<file path="src/rtl/core/sdi_pkg.sv">
// types and constants of the sd card init sequencer
// no dependencies; used by sdi_fsm and sd_card_init_sequencer
package sdi_pkg;

    typedef enum logic [3:0] {
        PH_IDLE    = 4'd0,
        PH_CMD0    = 4'd1,
        PH_CMD8    = 4'd2,
        PH_APP41   = 4'd3,
        PH_ACMD41  = 4'd4,
        PH_CMD2    = 4'd5,
        PH_CMD3    = 4'd6,
        PH_CMD7    = 4'd7,
        PH_CMD16   = 4'd8,
        PH_APP6    = 4'd9,
        PH_ACMD6   = 4'd10,
        PH_OK      = 4'd11,
        PH_FAILCMD = 4'd12,
        PH_FAILIDL = 4'd13
    } phase_t;

    // request kind carried on s_tuser
    localparam logic REQ_START = 1'b0;
    localparam logic REQ_DONE  = 1'b1;

    localparam logic [1:0] OUTCOME_OK = 2'd0;

    localparam logic [1:0] KIND_SHORT = 2'd0;
    localparam logic [1:0] KIND_NONE  = 2'd1;
    localparam logic [1:0] KIND_LONG  = 2'd2;
    localparam logic [1:0] KIND_BUSY  = 2'd3;

    localparam logic [1:0] FAIL_NONE = 2'd0;
    localparam logic [1:0] FAIL_CMD  = 2'd1;
    localparam logic [1:0] FAIL_IDLE = 2'd2;

    localparam logic [5:0] SD_CMD0   = 6'd0;
    localparam logic [5:0] SD_CMD2   = 6'd2;
    localparam logic [5:0] SD_CMD3   = 6'd3;
    localparam logic [5:0] SD_ACMD6  = 6'd6;
    localparam logic [5:0] SD_CMD7   = 6'd7;
    localparam logic [5:0] SD_CMD8   = 6'd8;
    localparam logic [5:0] SD_CMD16  = 6'd16;
    localparam logic [5:0] SD_ACMD41 = 6'd41;
    localparam logic [5:0] SD_CMD55  = 6'd55;

    localparam logic [31:0] ARG_CMD8       = 32'h0000_01aa;
    localparam logic [31:0] ARG_ACMD41_HCS = 32'h40ff_8000;
    localparam logic [31:0] ARG_ACMD41_SC  = 32'h00ff_8000;
    localparam logic [31:0] ARG_BLKLEN     = 32'd512;
    localparam logic [31:0] ARG_BUS4       = 32'd2;

    localparam int unsigned OCR_BUSY_BIT = 31;
    localparam int unsigned OCR_CCS_BIT  = 30;

    localparam logic [9:0] RETRY_LIMIT_RST = 10'd1000;

    typedef struct packed {
        logic        issue;
        logic [5:0]  cmd_index;
        logic [31:0] cmd_argument;
        logic [1:0]  response_kind;
        logic        wait_first;
        logic        finished;
        logic        succeeded;
        logic        block_addressed;
        logic        four_bit_bus;
        logic [15:0] card_address;
        logic [1:0]  fail_cause;
    } result_t;

endpackage

</file>
<file path="src/rtl/core/sdi_fsm.sv">
// bring-up state machine: card state registers, next-command and report logic
// depends on sdi_pkg
module sdi_fsm (
    input  logic             aclk,
    input  logic             aresetn,
    input  logic             step_en,
    input  logic             command,
    input  logic [1:0]       outcome,
    input  logic [31:0]      response_word,
    input  logic [9:0]       retry_limit,
    output sdi_pkg::result_t res
);

    sdi_pkg::phase_t phase_reg, phase_next;
    logic [9:0]  retry_reg, retry_next;
    logic        v2_reg, v2_next;
    logic        hc_reg, hc_next;
    logic [15:0] rca_reg, rca_next;
    logic        wide_reg, wide_next;

    logic        ok;
    logic        ocr_ready;
    logic [9:0]  retry_inc;
    logic        idle_fail;

    assign ok        = (outcome == sdi_pkg::OUTCOME_OK);
    assign ocr_ready = response_word[sdi_pkg::OCR_BUSY_BIT];
    assign retry_inc = retry_reg + 10'd1;
    assign idle_fail = (retry_inc == 10'd0) || (retry_inc >= retry_limit);

    always_ff @(posedge aclk) begin
        if (!aresetn) begin
            phase_reg <= sdi_pkg::PH_IDLE;
            retry_reg <= '0;
            v2_reg    <= 1'b0;
            hc_reg    <= 1'b0;
            rca_reg   <= '0;
            wide_reg  <= 1'b0;
        end else if (step_en) begin
            phase_reg <= phase_next;
            retry_reg <= retry_next;
            v2_reg    <= v2_next;
            hc_reg    <= hc_next;
            rca_reg   <= rca_next;
            wide_reg  <= wide_next;
        end
    end

    // next state
    always_comb begin
        phase_next = phase_reg;
        retry_next = retry_reg;
        v2_next    = v2_reg;
        hc_next    = hc_reg;
        rca_next   = rca_reg;
        wide_next  = wide_reg;
        if (command == sdi_pkg::REQ_START) begin
            phase_next = sdi_pkg::PH_CMD0;
            retry_next = '0;
            v2_next    = 1'b0;
            hc_next    = 1'b0;
            rca_next   = '0;
            wide_next  = 1'b0;
        end else begin
            case (phase_reg)
                sdi_pkg::PH_CMD0: begin
                    phase_next = ok ? sdi_pkg::PH_CMD8 : sdi_pkg::PH_FAILCMD;
                end
                sdi_pkg::PH_CMD8: begin
                    // a failed cmd8 only means a version 1 card
                    v2_next    = ok;
                    retry_next = '0;
                    phase_next = sdi_pkg::PH_APP41;
                end
                sdi_pkg::PH_APP41: begin
                    phase_next = ok ? sdi_pkg::PH_ACMD41 : sdi_pkg::PH_FAILCMD;
                end
                sdi_pkg::PH_ACMD41: begin
                    if (!ok) begin
                        phase_next = sdi_pkg::PH_FAILCMD;
                    end else if (ocr_ready) begin
                        hc_next    = response_word[sdi_pkg::OCR_CCS_BIT];
                        phase_next = sdi_pkg::PH_CMD2;
                    end else begin
                        retry_next = retry_inc;
                        phase_next = idle_fail ? sdi_pkg::PH_FAILIDL : sdi_pkg::PH_APP41;
                    end
                end
                sdi_pkg::PH_CMD2: begin
                    phase_next = ok ? sdi_pkg::PH_CMD3 : sdi_pkg::PH_FAILCMD;
                end
                sdi_pkg::PH_CMD3: begin
                    if (ok) begin
                        rca_next   = response_word[31:16];
                        phase_next = sdi_pkg::PH_CMD7;
                    end else begin
                        phase_next = sdi_pkg::PH_FAILCMD;
                    end
                end
                sdi_pkg::PH_CMD7: begin
                    if (!ok) begin
                        phase_next = sdi_pkg::PH_FAILCMD;
                    end else begin
                        phase_next = hc_reg ? sdi_pkg::PH_APP6 : sdi_pkg::PH_CMD16;
                    end
                end
                sdi_pkg::PH_CMD16: begin
                    phase_next = ok ? sdi_pkg::PH_APP6 : sdi_pkg::PH_FAILCMD;
                end
                sdi_pkg::PH_APP6: begin
                    // width step failure falls back to a one-bit bus
                    if (!ok) begin
                        wide_next  = 1'b0;
                        phase_next = sdi_pkg::PH_OK;
                    end else begin
                        phase_next = sdi_pkg::PH_ACMD6;
                    end
                end
                sdi_pkg::PH_ACMD6: begin
                    wide_next  = ok;
                    phase_next = sdi_pkg::PH_OK;
                end
                default: begin
                end
            endcase
        end
    end

    // outputs
    always_comb begin
        res = '0;
        if (command == sdi_pkg::REQ_START) begin
            res.issue         = 1'b1;
            res.cmd_index     = sdi_pkg::SD_CMD0;
            res.response_kind = sdi_pkg::KIND_NONE;
        end else begin
            case (phase_reg)
                sdi_pkg::PH_CMD0: begin
                    if (ok) begin
                        res.issue        = 1'b1;
                        res.cmd_index    = sdi_pkg::SD_CMD8;
                        res.cmd_argument = sdi_pkg::ARG_CMD8;
                    end
                end
                sdi_pkg::PH_CMD8: begin
                    res.issue     = 1'b1;
                    res.cmd_index = sdi_pkg::SD_CMD55;
                end
                sdi_pkg::PH_APP41: begin
                    if (ok) begin
                        res.issue        = 1'b1;
                        res.cmd_index    = sdi_pkg::SD_ACMD41;
                        res.cmd_argument = v2_reg ? sdi_pkg::ARG_ACMD41_HCS
                                                  : sdi_pkg::ARG_ACMD41_SC;
                    end
                end
                sdi_pkg::PH_ACMD41: begin
                    if (ok && ocr_ready) begin
                        res.issue         = 1'b1;
                        res.cmd_index     = sdi_pkg::SD_CMD2;
                        res.response_kind = sdi_pkg::KIND_LONG;
                    end else if (ok && !idle_fail) begin
                        // card still busy: pause, then poll again
                        res.issue      = 1'b1;
                        res.cmd_index  = sdi_pkg::SD_CMD55;
                        res.wait_first = 1'b1;
                    end
                end
                sdi_pkg::PH_CMD2: begin
                    if (ok) begin
                        res.issue     = 1'b1;
                        res.cmd_index = sdi_pkg::SD_CMD3;
                    end
                end
                sdi_pkg::PH_CMD3: begin
                    if (ok) begin
                        res.issue         = 1'b1;
                        res.cmd_index     = sdi_pkg::SD_CMD7;
                        res.cmd_argument  = {response_word[31:16], 16'd0};
                        res.response_kind = sdi_pkg::KIND_BUSY;
                    end
                end
                sdi_pkg::PH_CMD7: begin
                    if (ok) begin
                        res.issue = 1'b1;
                        if (hc_reg) begin
                            res.cmd_index    = sdi_pkg::SD_CMD55;
                            res.cmd_argument = {rca_reg, 16'd0};
                        end else begin
                            res.cmd_index    = sdi_pkg::SD_CMD16;
                            res.cmd_argument = sdi_pkg::ARG_BLKLEN;
                        end
                    end
                end
                sdi_pkg::PH_CMD16: begin
                    if (ok) begin
                        res.issue        = 1'b1;
                        res.cmd_index    = sdi_pkg::SD_CMD55;
                        res.cmd_argument = {rca_reg, 16'd0};
                    end
                end
                sdi_pkg::PH_APP6: begin
                    if (ok) begin
                        res.issue        = 1'b1;
                        res.cmd_index    = sdi_pkg::SD_ACMD6;
                        res.cmd_argument = sdi_pkg::ARG_BUS4;
                    end
                end
                default: begin
                end
            endcase

            // final report follows the phase reached by this request
            case (phase_next)
                sdi_pkg::PH_OK: begin
                    res.finished        = 1'b1;
                    res.succeeded       = 1'b1;
                    res.block_addressed = hc_next;
                    res.four_bit_bus    = wide_next;
                    res.card_address    = rca_next;
                end
                sdi_pkg::PH_FAILCMD: begin
                    res.finished   = 1'b1;
                    res.fail_cause = sdi_pkg::FAIL_CMD;
                end
                sdi_pkg::PH_FAILIDL: begin
                    res.finished   = 1'b1;
                    res.fail_cause = sdi_pkg::FAIL_IDLE;
                end
                default: begin
                end
            endcase
        end
    end

endmodule

</file>
<file path="src/rtl/core/sd_card_init_sequencer.sv">
// sd card init sequencer: a request is held in the input register, then its result in the result register
// throughput one request per cycle unless the result stalls; the input register
// feeds the state machine and the result register in the same cycle, so a stalled
// result does not block the input stage until both registers are full
// reset (aresetn low, synchronous) returns to idle before start, retry limit 1000
// depends on sdi_pkg and sdi_fsm
module sd_card_init_sequencer (
    input  logic        aclk,
    input  logic        aresetn,
    input  logic        s_tvalid,
    output logic        s_tready,
    input  logic [39:0] s_tdata,   // outcome[1:0], response_word[33:2], zero pad[39:34]
    input  logic        s_tuser,   // command[0]
    output logic        m_tvalid,
    input  logic        m_tready,
    // issue[0], cmd_index[6:1], cmd_argument[38:7], response_kind[40:39],
    // wait_first[41], finished[42], succeeded[43], block_addressed[44],
    // four_bit_bus[45], card_address[61:46], fail_cause[63:62]
    output logic [63:0] m_tdata,
    input  logic        cfg_valid,
    output logic        cfg_ready,
    input  logic [9:0]  cfg_data
);

    logic        in_valid_reg;
    logic        in_cmd_reg;
    logic [1:0]  in_outcome_reg;
    logic [31:0] in_resp_reg;
    logic        out_valid_reg;
    logic [63:0] out_data_reg;
    logic [9:0]  retry_limit_reg;

    logic             advance;
    sdi_pkg::result_t res;

    assign advance   = in_valid_reg && (!out_valid_reg || m_tready);
    assign s_tready  = !in_valid_reg || advance;
    assign m_tvalid  = out_valid_reg;
    assign m_tdata   = out_data_reg;
    assign cfg_ready = 1'b1;

    always_ff @(posedge aclk) begin
        if (!aresetn) begin
            retry_limit_reg <= sdi_pkg::RETRY_LIMIT_RST;
        end else if (cfg_valid) begin
            retry_limit_reg <= cfg_data;
        end
    end

    always_ff @(posedge aclk) begin
        if (!aresetn) begin
            in_valid_reg <= 1'b0;
        end else if (s_tready) begin
            in_valid_reg <= s_tvalid;
        end
    end

    always_ff @(posedge aclk) begin
        if (s_tvalid && s_tready) begin
            in_cmd_reg     <= s_tuser;
            in_outcome_reg <= s_tdata[1:0];
            in_resp_reg    <= s_tdata[33:2];
        end
    end

    sdi_fsm u_fsm (
        .aclk          (aclk),
        .aresetn       (aresetn),
        .step_en       (advance),
        .command       (in_cmd_reg),
        .outcome       (in_outcome_reg),
        .response_word (in_resp_reg),
        .retry_limit   (retry_limit_reg),
        .res           (res)
    );

    always_ff @(posedge aclk) begin
        if (!aresetn) begin
            out_valid_reg <= 1'b0;
        end else if (advance) begin
            out_valid_reg <= 1'b1;
        end else if (m_tready) begin
            out_valid_reg <= 1'b0;
        end
    end

    always_ff @(posedge aclk) begin
        if (advance) begin
            out_data_reg <= {res.fail_cause, res.card_address, res.four_bit_bus,
                             res.block_addressed, res.succeeded, res.finished,
                             res.wait_first, res.response_kind, res.cmd_argument,
                             res.cmd_index, res.issue};
        end
    end

    // s_tdata pad bits are unused
    logic unused_pad;
    assign unused_pad = ^s_tdata[39:34];

endmodule

</file>
<file path="config.mk">
export PLATFORM = sky130hd
export DESIGN_NAME = sd_card_init_sequencer
export DESIGN_NICKNAME = d
export VERILOG_FILES = /design/src/rtl/core/sdi_pkg.sv /design/src/rtl/core/sdi_fsm.sv /design/src/rtl/core/sd_card_init_sequencer.sv
export SDC_FILE = /design/constraint.sdc
export NUM_CORES = 1
export LEC_CHECK = 0
export BUFFER_PORTS_ARGS = -buffer_cell sky130_fd_sc_hd__buf_4
export CAP_MARGIN = 10
export CORE_MARGIN = 2
export CORE_UTILIZATION = 59
export DETAILED_ROUTE_END_ITERATION = 16
export PLACE_DENSITY_LB_ADDON = 0.1
export SYNTH_ARGS = -nofsm -noshare
export SYNTH_HDL_FRONTEND = slang
export SYNTH_SLANG_ARGS = --single-unit
</file>
<file path="constraint.sdc">
create_clock -name aclk -period 7.5 [get_ports aclk]
set_input_delay 0 -clock aclk [delete_from_list [all_inputs] [get_ports aclk]]
set_output_delay 0 -clock aclk [all_outputs]
set_load 0.05 [all_outputs]
</file>
### Yosys cells after proc, flatten, opt, wreduce, memory -nomap -nowiden

Cells that the tools add are included.

| storage, ports and cells | value |
|---|---|
| bits in registers | 144 |
| latch bits | 0 |
| bits in writable memories | 0 |
| memory bits (read-only) | 0 |
| output and inout port bits | 67 |
| word-level logic and storage cells | 104 |
| memories kept | 0 |

| operators by class | value |
|---|---|
| $add $sub $neg | 1 |
| multipliers | 0 |
| divide/modulo/power cells | 0 |
| $lt $le $gt $ge | 1 |
| equality and inequality tests | 17 |
| shift operators | 0 |
| mux-type cells | 50 |
| bitwise operators | 2 |
| reduce and logical (&&, ||, !) cells | 18 |

Operators with widths:

| operator | number |
|---|---|
| 2-to-1 mux 39 bit | 5 |
| one-hot mux 32 bit (6 select lines) | 1 |
| one-hot mux 7 bit (9 select lines) | 1 |
| 2-to-1 mux 16 bit | 3 |
| 2-to-1 mux 41 bit | 1 |
| one-hot mux 4 bit (10 select lines) | 1 |
| 2-to-1 mux 38 bit | 1 |
| 2-to-1 mux 4 bit | 9 |
| 2-to-1 mux 31 bit | 1 |
| 2-to-1 mux 10 bit | 3 |
| equality test 4 bit, second input constant | 6 |
| 2-to-1 mux 7 bit | 3 |
| one-hot mux 10 bit (2 select lines) | 1 |
| 2-to-1 mux 19 bit | 1 |
| equality test 4 x 3 -> 1 bit, second input constant | 4 |
| 2-to-1 mux 1 bit | 14 |
| adder 10 x 1 -> 10 bit, second input constant | 1 |
| >= comparator 10 bit | 1 |
| zero test 10 bit | 1 |
| equality test 4 x 2 -> 1 bit, second input constant | 2 |
| one-hot mux 2 bit (2 select lines) | 2 |
| OR reduction 3 bit | 2 |
| equality test 4 x 1 -> 1 bit, second input constant | 1 |
| logical AND 1 bit | 4 |
| 14 further kinds | 20 |

### Longest topological paths before layout

Gate-level depths: netlist of run 1.

| depth | value |
|---|---|
| word-level depth | 11 |
| gate-level depth with buffers | 14 |
| depth with buffers taken out | 12 |

### Cells and area by module

Synthesis of run 1 repeated with hierarchy kept, for this count alone.

| second synthesis, totals | value |
|---|---|
| cell total of the unflattened synthesis | 570 |
| area total of the unflattened synthesis | 6,466.2 µm² |

By module, submodules not included:

| module | times used | cells an instance | area an instance (µm²) | seq. area each (µm²) |
|---|---|---|---|---|
| sd_card_init_sequencer | 1 | 142 | 3,432.0 | 3,213.1 |
| sdi_fsm | 1 | 428 | 3,034.2 | 660.6 |

### Least setup slack after synthesis of run 1

OpenSTA, ideal clock, no wires.

| timing | value |
|---|---|
| path kind | reg-to-reg |
| start point | register out_valid_reg, in the netlist m_tvalid |
| end point | register u_fsm.wide_reg |
| library setup time | 0.122 ns |
| data arrival time | 3.074 ns |
| slack | 4.304 ns |
| cell stages (with the launch flop) | 7 |
| buffers on the path | 2 |
| clock period less this slack | 3.196 ns |
| path through | dfxtp_1 > nor2b_1 > nor2b_1 > clkbuf_1 > buf_1 > mux2i_1 > nor2b_1 |

| between the ends | value |
|---|---|
| cells in the longest elaborated chain, start to end | 3 |

Ends and longest elaborated chain:

| element | RTL line | source |
|---|---|---|
| start: declaration | sd_card_init_sequencer.sv:29 | `logic out_valid_reg;` |
| start signal: assignment | sd_card_init_sequencer.sv:79 | `out_valid_reg <= 1'b0;` |
| start signal: assignment | sd_card_init_sequencer.sv:81 | `out_valid_reg <= 1'b1;` |
| start signal: assignment | sd_card_init_sequencer.sv:83 | `out_valid_reg <= 1'b0;` |
| zero test 1 bit | sd_card_init_sequencer.sv:36 | `assign advance = in_valid_reg && (!out_valid_reg \|\| m_tready);` |
| logical OR 1 bit | sd_card_init_sequencer.sv:36 |  |
| logical AND 1 bit | sd_card_init_sequencer.sv:36 |  |
| via advance | sd_card_init_sequencer.sv:33 | `logic advance;` |
| end signal: assignment | sdi_fsm.sv:45 | `wide_reg <= wide_next;` |
| end: declaration | sdi_fsm.sv:19 | `logic wide_reg, wide_next;` |

The timed path passes the listed nets, and every way through them passes these cells.
A chain may end at the register's enable or synchronous reset.

### Worst setup path in the final report of run 1

| timing | value |
|---|---|
| start point | register u_fsm.retry_reg[2] |
| end point | register out_data_reg[61], in the netlist m_tdata[61], data pin |

| between the ends | value |
|---|---|
| cells in the longest elaborated chain, start to end | 10 |
| elaborated cells on any way between the ends | 11 |

Ends and longest elaborated chain:

| element | RTL line | source |
|---|---|---|
| start: declaration | sdi_fsm.sv:15 | `logic [9:0] retry_reg, retry_next;` |
| start signal: assignment | sdi_fsm.sv:41 | `retry_reg <= retry_next;` |
| adder 10 x 1 -> 10 bit (*) | sdi_fsm.sv:28 | `assign retry_inc = retry_reg + 10'd1;` |
| >= comparator 10 bit or zero test 10 bit (tied branches) | sdi_fsm.sv:29 | `assign idle_fail = (retry_inc == 10'd0) \|\| (retry_inc >= retry_limit);` |
| logical OR 1 bit (*) | sdi_fsm.sv:29 |  |
| 2-to-1 mux 4 bit (*) | sdi_fsm.sv:86 | `phase_next = idle_fail ? sdi_pkg::PH_FAILIDL : sdi_pkg::PH_APP41;` |
| 2-to-1 mux 4 bit (*) | sdi_fsm.sv:81 | `end else if (ocr_ready) begin` |
| 2-to-1 mux 4 bit (*) | sdi_fsm.sv:79 | `if (!ok) begin` |
| one-hot mux 4 bit (10 select lines) (*) | sdi_fsm.sv:65 | `case (phase_reg)` |
| 2-to-1 mux 4 bit (*) | sdi_fsm.sv:57 | `if (command == sdi_pkg::REQ_START) begin` |
| equality test 4 bit (*) | sdi_fsm.sv:214 | `case (phase_next)` |
| AND reduction 2 bit (no source line) (*) | - |  |
| end signal: assignment | sd_card_init_sequencer.sv:89 | `out_data_reg <= {res.fail_cause, res.card_address, res.four_bit_bus,` |
| end: declaration | sd_card_init_sequencer.sv:30 | `logic [63:0] out_data_reg;` |

Mark *: on every way between the ends. The rest lies on a longest branch, timed or not.

==> impl_results.md, run 1 <==
- Max Clock Freq: 0.250 GHz
- Post-synthesis cell area: 0.00565 sq mm
- DR pass1 iterations: 5
- Compound-Gate Fraction of Synth Area: 16.4%
- Cells after synthesis: 551
- Critical path capture point type: flop
- Die boundary width: 102 um
- Post-synth EDFFs: 71
- Gp weighted congestion: 0.876
- Outcome: complete, no violations
- Antenna violations before repair: 0
- Minimum hold slack: 0.214 ns
- Fin. Hold Viols: 0
- Number of design rule violations left after detail routing: 0
- Number of placement rows: 35
- Cell chain of the critical path: and3_1 > nand3_1 > nor2_1 > xor2_1 > ha_1 > a211o_1 > a21oi_1 > o31ai_1 > a211oi_4 > a31oi_1 > nand4bb_4 > a21oi_2
- Iteration-0 DRC Markers: 278
- Final TNS setup: 0 ns
- Worst-path maximum fanout: 20
- Origin of the worst min-delay path: s_tdata[27]
- Number of instances resized during post-cts repair: 0
- GRT overflow: 0
- Area growth from synthesis to final layout: 31.2%
- TritonCTS clock tree: yes
- Worst-Skew Late Latency: 0.51 ns
- Worst min-delay path class: input pin to flop
- Setup clock skew after layout: 0.00765 ns
- Num ports: 123
- Fraction of layout cells with a size suffix above 1: 22.7%
- Arrival time reported for the critical path endpoint: 4.33 ns
- Vias in the first global route: 4529
- Max-cap check violation count: 0
- Share of synthesized cell area in full adder, half adder and majority cells: 2.44%
- Via Count: 4663
- Critical setup path kind: flop to flop
- RSZ-0062 raised after global routing: false
- Worst vdd ir: 0.199 mV
- Most area-consuming cells after synthesis: edfxtp_1 (38%), dfxtp_1 (16%), nand2_1 (5.4%)
- Yosys Warn Count: 0
- Count of unique library cells instantiated by Yosys: 58
- Mean area per synthesized cell: 10.2 sq um
- Height of the chip: 102 um
- Via count normalized by instance count: 5.72
- Setup crit start kind: flop
- Pin count of the biggest net entering global routing: 70
- Reported leakage power: 0.00275 uW
- Final period util: 53.3%
- Area share of the largest cell type after synthesis: 37.8%
- Launch instance of the worst register-to-register path: u_fsm.retry_reg[2]
- Final routed wirelength across all metal layers: 14.1 mm
- Most used flip-flop cell after synthesis: edfxtp_1
- Clock root buffer: clkbuf_8
- Largest area contributor in the synthesized netlist: edfxtp_1
- Antenna-violating nets left: 0
- Post-synthesis xor/xnor area fraction: 1.86%
- Share of cell area taken by muxes after synthesis: 1.06%
- Net count, final: 740
- Number of sinks handled by clock tree synthesis: 116
- Synth async-reset ratio: 0%
- Dominant combinational cell family by area after synthesis: simple AND/OR/NAND/NOR gates
- Critical Path Source: u_fsm.retry_reg[2]
- Synthesis-stage register bit count: 116
- Core Region: 0.00928 sq mm
- Number of flip-flops in the largest register: 52
- Total power per unit cell area: 234 mW/mm^2
- Maximum buffer depth of the clock tree: 2
- Max-slew headroom: 29.8%
- First-pass GRT wire length: 22.3 mm
- Sum of buffers and inverters on the critical path: 0
- Die outline area: 0.0104 sq mm
- Number of setup buffers added after CTS: 0
- Data required time at the worst endpoint: 7.84 ns
- Starting Density: 60.8%
- Detailed placement HPWL: 7.57 mm
- Final number of setup-violating endpoints: 0
- Buffers added on ports: 90
- Slowest-stage cell, CP: nand4bb_4
- DR WL/cell: 17.3 um
- Clock-pin slew on the worst setup and hold paths: 0.06 ns
- Family with the most delay on the worst path: compound AO/OA/AOI/OAI gates
- Measured slew at the worst slew-check pin: 1.05 ns
- Time the final worst path needs with I/O delays and setup: 4.00 ns
- Antenna Cells: 0
- Pins Over Slew Limit: 0
- Total GRT Usage: 28.2%
- Crit path largest cell delay: 0.64 ns
- Total number of H-tree levels: 4
- Simple-gate portion of the synthesized area: 17.8%
- Clock buffers created by TritonCTS: 17
- Most common cell after layout, fill and taps aside: buf_4
- Most used cells in the layout excluding fill and tap cells: buf_4 (94), nand2_1 (81), edfxtp_1 (71)
- Post-synthesis sequential area ratio: 53.7%
[final timing paths]
path / end / slack, ns / depth (start not counted)
min: in_resp_reg[25] / 0.21 / 2
min reg2reg: u_fsm.v2_reg / 0.48 / 2
max: m_tdata[61] / 3.50 / 12
max reg2reg: m_tdata[61] / 3.50 / 12
[synth_stat cells, types with 5 or more instances]
library cell / count
nand3_1: 18
xor2_1: 5
buf_2: 7
edfxtp_1: 71
o211ai_1: 7
buf_4: 15
and3_1: 6
a31oi_1: 13
o21ai_0: 16
xnor2_1: 7
ha_1: 11
nor2b_1: 35
clkbuf_1: 26
a22oi_1: 22
nor3_1: 8
a21oi_1: 29
inv_1: 16
a21oi_2: 17
nor2_1: 25
dfxtp_1: 45
nand4_1: 7
mux2i_1: 6
nand2_1: 81
[report_power, final]
group          internal, uW  switching (uW)
clock network           516             312
logic                  69.2             116
registers               701            19.3
[logic make-up after synthesis]
group                    Yosys count
AND/OR/NAND/NOR                  202
adder cells (fa/ha/maj)           11
buffers and inverters             72
other                              2
XOR/XNOR                          12
AO/OA/AOI/OAI                    130
flip-flops                       116
multiplexers                       6
[area by class of cell]
| cell class | instances | area, sq um |
|---|---|---|
| tap | 129 | 161 |
| sequential | 116 | 3030 |
| timing repair buffer | 149 | 1260 |
| inverter | 18 | 67.6 |
| clock inverter | 15 | 194 |
| clock buffer | 17 | 414 |
| multi-input combinational | 371 | 2280 |
| fill | 552 | 1880 |
[repair_timing]
item,in CTS,in global routing
hold buffers,55,0
endpoints found under the hold margin,64,0
endpoints found under the setup margin,0,0
[layer usage]
metal | global-route usage [%] | vias up | routed length, um
met5 | 0 | - | 0
met4 | 10.5 | 0 | 251
met3 | 7.25 | 24 | 978
met2 | 48.5 | 227 | 7420
met1 | 34.3 | 2221 | 5470
li1 | - | 2191 | -
[per-stage QoR]
stage	std cells	setup slack (ns)	area, sq um	total power [uW]	util (%)
finish	815	3.50	7410	1730	79.8
global route	815	3.25	7410	1790	79.8
CTS	815	3.55	7410	1730	79.8
detailed placement	728	3.59	6250	889	67.3
global placement	728	3.63	6250	886	67.3
floorplan	559	4.30	5680	845	-
Power figures use the tool's default switching activity.
==> inputs of run 2 (changes only) <==
Settings changed: CORE_UTILIZATION 59 to 55.
Clock period 7.5 ns to 3.8 ns, I/O delays scaled along.
==> impl_results.md, run 2 (synthesis gave the netlist of run 1 again) <==
- Reported leakage power: 0.00278 uW (was 0.00275 uW)
- Worst reg2reg endpoint: m_tdata[57] (was m_tdata[61])
- Total GRT Usage: 25.5% (was 28.2%)
- Cell total after placement: 739 (was 728)
- Setup crit start kind: flop (unchanged)
- Max-cap check violation count: 0 (unchanged)
- Max-slew headroom: 25.8% (was 29.8%)
- Min-Delay Path Depth: 2 (unchanged)
- Gp weighted congestion: 0.882 (was 0.876)
- Num ports: 123 (unchanged)
- Arrival time reported for the critical path endpoint: 3.81 ns (was 4.33 ns)
- Height of the chip: 105 um (was 102 um)
- Final TNS setup: 0 ns (unchanged)
- DR WL/cell: 16.6 um (was 17.3 um)
- Starting Density: 57.2% (was 60.8%)
- Most common cell after layout, fill and taps aside: buf_4 (unchanged)
- RSZ-0062 raised after global routing: false (unchanged)
- Antenna violations before repair: 0 (unchanged)
- GRT overflow: 0 (unchanged)
- Outcome: complete, no violations (unchanged)
- Worst-path maximum fanout: 19 (was 20)
- Fin area: 0.00746 sq mm (was 0.00741 sq mm)
- Via Count: 4637 (was 4663)
- Total number of H-tree levels: 4 (unchanged)
- Buffers added on ports: 90 (unchanged)
- Max Clock Freq: 0.283 GHz (was 0.250 GHz)
- Fin. Hold Viols: 0 (unchanged)
- Total power per unit cell area: 446 mW/mm^2 (was 234 mW/mm^2)
- Measured slew at the worst slew-check pin: 1.11 ns (was 1.05 ns)
- End of the worst hold path: in_resp_reg[25] (unchanged)
- First-pass GRT wire length: 22.0 mm (was 22.3 mm)
- Clock buffers created by TritonCTS: 17 (unchanged)
- Worst min-delay path class: input pin to flop (unchanged)
- Final period util: 93.0% (was 53.3%)
- Vias in the first global route: 4450 (was 4529)
- Maximum buffer depth of the clock tree: 2 (unchanged)
- Post-route insts no fill: 829 (was 815)
- Critical path capture point type: flop (unchanged)
- Die boundary width: 105 um (was 102 um)
- Placed standard-cell area: 0.00632 sq mm (was 0.00625 sq mm)
- Final cell utilization of the core: 75.7% (was 79.8%)
- Worst-Skew Late Latency: 0.53 ns (was 0.51 ns)
- Pin count of the biggest net entering global routing: 46 (was 70)
- Final number of setup-violating endpoints: 0 (unchanged)
- Antenna-violating nets left: 0 (unchanged)
- Detailed placement HPWL: 7.83 mm (was 7.57 mm)
- Pins Over Slew Limit: 0 (unchanged)
- DR pass1 iterations: 7 (was 5)
- Data required time at the worst endpoint: 4.08 ns (was 7.84 ns)
- Most used cells in the layout excluding fill and tap cells: buf_4 (103), nand2_1 (81), edfxtp_1 (71) (was buf_4 (94), nand2_1 (81), edfxtp_1 (71))
- Iteration-0 DRC Markers: 290 (was 278)
- TritonCTS clock tree: yes (unchanged)
- Reg2reg path depth: 13 (was 12)
- Number of flip-flops in the largest register: 52 (unchanged)
- Clock-pin slew on the worst setup and hold paths: 0.06 ns (about the same)
- Power Total: 3330 uW (was 1730 uW)
- Origin of the worst min-delay path: s_tdata[27] (unchanged)
- Area growth from synthesis to final layout: 32.2% (was 31.2%)
- Die outline area: 0.0111 sq mm (was 0.0104 sq mm)
- Core Region: 0.00986 sq mm (was 0.00928 sq mm)
- Slack of the worst reg-to-reg path: 0.27 ns (was 3.50 ns)
- Number of sinks handled by clock tree synthesis: 116 (unchanged)
- Time the final worst path needs with I/O delays and setup: 3.53 ns (was 4.00 ns)
- Number of placement rows: 36 (was 35)
- Number of design rule violations left after detail routing: 0 (unchanged)
- Critical setup path kind: flop to flop (unchanged)
- Via count normalized by instance count: 5.59 (was 5.72)
- Setup clock skew after layout: 0.0116 ns (was 0.00765 ns)
- Clock root buffer: clkbuf_8 (unchanged)
- Worst vdd ir: 0.343 mV (was 0.199 mV)
- Net count, final: 750 (was 740)
- Antenna Cells: 0 (unchanged)
- Fraction of layout cells with a size suffix above 1: 23.9% (was 22.7%)
- Final routed wirelength across all metal layers: 13.8 mm (was 14.1 mm)
- Launch instance of the worst register-to-register path: u_fsm.retry_reg[2] (unchanged)
[run 2: cell count changes in the layout (fill, tap and decap cells not counted)]
cell,delta
clkinv_2,+2
clkinvlp_4,+1
buf_12,+1
clkinv_4,+2
buf_4,+9
inv_8,-2
clkbuf_1,+1
bufinv_16,-1
clkinv_1,-1
inv_6,-2
[run 2: how the worst max path moves through the flow]
stage	start	endpoint	slack [ns]
finish	u_fsm.retry_reg[2]	m_tdata[57]	0.27
detailed placement	u_fsm.retry_reg[2]	m_tdata[57]	0.23
global placement	u_fsm.retry_reg[2]	m_tdata[54]	0.29
CTS	u_fsm.retry_reg[2]	m_tdata[52]	0.16
floorplan	m_tvalid	u_fsm.wide_reg	0.60
global route	u_fsm.retry_reg[2]	m_tdata[61]	0.08
[run 2: timing repair]
action                     in CTS  in global routing
setup endpoints to repair       0                 18
hold endpoints to repair       64                  0
hold buffers                   55                  0
gates resized for setup         0                  0
setup buffers                   0                  3
[run 2: power breakdown]
| part | switching, uW | internal [uW] |
|---|---|---|
| clock network | 600 | 940 |
| logic | 241 | 140 |
| registers | 25.9 | 1380 |
[run 2: critical path, cell delays in order, from the launching register on]
cell and delay [ns]:
dfxtp_1 0.47, and3_1 0.29, nand3_1 0.21, nor2_1 0.25, xor2_1 0.11, ha_1 0.31, nand4_1 0.14, o31ai_1 0.45
a211oi_4 0.07, buf_4 0.19, a221oi_4 0.31, nand4bb_4 0.21, buf_12 0.20, a21oi_2 0.05
[run 2: per-layer routing]
layer / track usage (%) / up-vias / wire [um]
met5: 0 / - / 0
met4: 10.3 / 0 / 229
met3: 5.50 / 26 / 859
met2: 43.3 / 209 / 7040
met1: 31.6 / 2179 / 5630
li1: - / 2223 / -
[run 2: through the flow]
stage	setup WS, ns	hold WS, ns
5_1_grt	0.0766	0.185
3_5_place_dp	0.231	0.179
2_1_floorplan	0.604	0.0989
4_1_cts	0.158	0.173
3_3_place_gp	0.295	0.178
6_report	0.267	0.182
[run 2: area by class of cell]
cell class	instances	area [sq um]
Timing Repair Buffer	159	1340
Inverter	18	67.6
Multi-Input combinational cell	371	2280
Tap cell	133	166
Fill cell	637	2400
Clock inverter	14	155
Sequential cell	116	3030
Clock buffer	18	418
==> inputs of run 3 (changes only) <==
Settings changed: CELL_PAD_IN_SITES_DETAIL_PLACEMENT from default to 1, CELL_PAD_IN_SITES_GLOBAL_PLACEMENT from default to 2, CORE_UTILIZATION 55 to 34.
==> impl_results.md, run 3 (synthesis gave the netlist of run 1 again) <==
- Outcome: complete, no violations (unchanged)
- Number of placement rows: 47 (was 36)
- Clock buffers created by TritonCTS: 17 (unchanged)
- Setup crit start kind: flop (unchanged)
- Sw Ratio: 25.4% (was 26.0%)
- Area growth from synthesis to final layout: 32.3% (was 32.2%)
- Worst vdd ir: 0.271 mV (was 0.343 mV)
- Gp weighted congestion: 0.816 (was 0.882)
- Reported net switching power: 833 uW (was 867 uW)
- Arrival time reported for the critical path endpoint: 3.77 ns (was 3.81 ns)
- Share of total power in the clock network: 45.5% (was 46.2%)
- Critical path capture point type: flop (unchanged)
- TritonCTS clock tree: yes (unchanged)
- Routing usage on met1: 22.8% (was 31.6%)
- Number of design rule violations left after detail routing: 0 (unchanged)
- GRT overflow: 0 (unchanged)
- Total GRT Usage: 18.4% (was 25.5%)
- Height of the chip: 133 um (was 105 um)
- Starting Density: 34.4% (was 57.2%)
- Final TNS setup: 0 ns (unchanged)
- Buffers added on ports: 90 (unchanged)
- Total power per unit cell area: 438 mW/mm^2 (was 446 mW/mm^2)
- DR pass1 iterations: 4 (was 7)
- Share of total power in combinational logic: 11.5% (about the same)
- Via count normalized by instance count: 4.97 (was 5.59)
- Fin. Hold Viols: 0 (unchanged)
- Final period util: 91.9% (was 93.0%)
- Pin count of the biggest net entering global routing: 46 (unchanged)
- Clock-pin slew on the worst setup and hold paths: 0.05 ns (was 0.06 ns)
- Met3 usage in global routing: 4.02% (was 5.50%)
- Net count, final: 742 (was 750)
- Area occupied by multi-input gates: 0.00228 sq mm (about the same)
- Critical setup path kind: flop to flop (unchanged)
- Iteration-0 DRC Markers: 279 (was 290)
- Worst-path maximum fanout: 13 (was 19)
- Antenna-violating nets left: 0 (unchanged)
- Sequential group share of total power: 43.1% (was 42.3%)
- Final routed wirelength across all metal layers: 15.6 mm (was 13.8 mm)
- Most common cell after layout, fill and taps aside: buf_4 (unchanged)
- Max-cap check violation count: 0 (unchanged)
- Setup clock skew after layout: 0.0194 ns (was 0.0116 ns)
- Post-Place Setup Slack: 0.232 ns (was 0.231 ns)
- Via Count: 4516 (was 4637)
- Max-slew headroom: 30.9% (was 25.8%)
- Filler cells: 1778 (was 637)
- Peak-usage layer in the global routing report: met2 (unchanged)
- Sequential cell area: 0.00303 sq mm (about the same)
- Die outline area: 0.0177 sq mm (was 0.0111 sq mm)
- Antenna Cells: 0 (unchanged)
- Measured slew at the worst slew-check pin: 1.04 ns (was 1.11 ns)
- Time the final worst path needs with I/O delays and setup: 3.49 ns (was 3.53 ns)
- Total number of H-tree levels: 4 (unchanged)
- Final number of setup-violating endpoints: 0 (unchanged)
- Num ports: 123 (unchanged)
- Data required time at the worst endpoint: 4.08 ns (about the same)
- Antenna violations before repair: 0 (unchanged)
- First-pass GRT wire length: 25.1 mm (was 22.0 mm)
- Fraction of layout cells with a size suffix above 1: 24.4% (was 23.9%)
- Vias in the first global route: 4744 (was 4450)
- Max Clock Freq: 0.286 GHz (was 0.283 GHz)
- Detailed placement HPWL: 10.0 mm (was 7.83 mm)
- Maximum buffer depth of the clock tree: 2 (unchanged)
- Clock root buffer: clkbuf_16 (was clkbuf_8)
- Worst setup margin: 0.309 ns (was 0.267 ns)
- DR WL/cell: 17.2 um (was 16.6 um)
- RSZ-0062 raised after global routing: false (unchanged)
- Core Region: 0.0164 sq mm (was 0.00986 sq mm)
- Worst-Skew Late Latency: 0.42 ns (was 0.53 ns)
- Pins Over Slew Limit: 0 (unchanged)
- Reported leakage power: 0.00273 uW (was 0.00278 uW)
- Number of flip-flops in the largest register: 52 (unchanged)
- Number of sinks handled by clock tree synthesis: 116 (unchanged)
- Internal power: 2440 uW (was 2460 uW)
- Die boundary width: 133 um (was 105 um)
- Worst min-delay path class: input pin to flop (unchanged)
- Most used cells in the layout excluding fill and tap cells: buf_4 (105), nand2_1 (81), edfxtp_1 (71) (was buf_4 (103), nand2_1 (81), edfxtp_1 (71))
- Met2 track utilization from global routing: 31.7% (was 43.3%)
[run 3: cell count changes in the layout (fill, tap and decap cells not counted), moves of 2 or more]
| cell | delta |
|---|---|
| clkinv_4 | -5 |
| buf_4 | +2 |
| clkbuf_1 | +2 |
| dlygate4sd3_1 | -10 |
| inv_6 | -3 |
| clkinv_2 | +3 |
| clkinvlp_4 | +2 |
[run 3: path summary, 6_finish.rpt]
check	start	endpoint	slack, ns	depth (start not counted)
setup / recovery	u_fsm.retry_reg[2]	m_tdata[59]	0.31	14
hold / removal	cfg_valid	retry_limit_reg[2]	0.02	3
hold reg to reg	u_fsm.v2_reg	u_fsm.v2_reg	0.48	2
setup reg to reg	u_fsm.retry_reg[2]	m_tdata[59]	0.31	14
[run 3: stage by stage]
step           cells  power, uW  utilization, %  hold WS (ns)  instance area (sq um)
2_1_floorplan    559       1670               -        0.0989                   5680
3_3_place_gp     831       1770            39.4         0.179                   6460
3_5_place_dp     831       1770            39.4         0.180                   6460
4_1_cts          908       3310            45.5       0.00381                   7460
5_1_grt          908       3400            45.5        0.0356                   7470
6_report         908       3270            45.5        0.0167                   7470
[run 3: cell type report]
| type | count | share of cell area [%] |
|---|---|---|
| flip-flops and latches | 116 | 40.6 |
| multi-input cells | 371 | 30.6 |
| repair buffers | 151 | 16.9 |
| clock buffers | 22 | 6.22 |
| well taps | 220 | 3.69 |
| clock inverters | 10 | 1.14 |
| inverters | 18 | 0.905 |
[run 3: timing repair]
item                                   CTS  global route
endpoints found under the hold margin   31             0
resized for setup                        0             2
setup endpoints to repair                0            17
hold buffers                            45             0
buffers inserted                         0             0
[run 3: metal layers]
layer,up-vias,share of wire [%]
li1,2195,-
met1,2204,44
met2,111,50
met3,6,5.0
met4,0,0.58
met5,-,0
[run 3: worst max-delay path, cell delays in order (launching register included)]
cell       delay, ns
dfxtp_1         0.46
and3_1          0.29
nand3_1         0.13
buf_4           0.19
nor2_1          0.12
xor2_1          0.25
ha_1            0.29
o21a_1          0.11
a21oi_1         0.15
o31ai_1         0.12
a211oi_4        0.29
a31oi_1         0.19
nand4bb_4       0.38
buf_12          0.24
a21oi_2         0.11
[run 3: power by group through the flow]
stage	Combinational, uW	Clock (uW)	Sequential (uW)
finish	376	1490	1410
global route	401	1580	1410
CTS	377	1520	1410
detailed placement	338	0	1440
global placement	333	0	1430
floorplan	156	0	1510
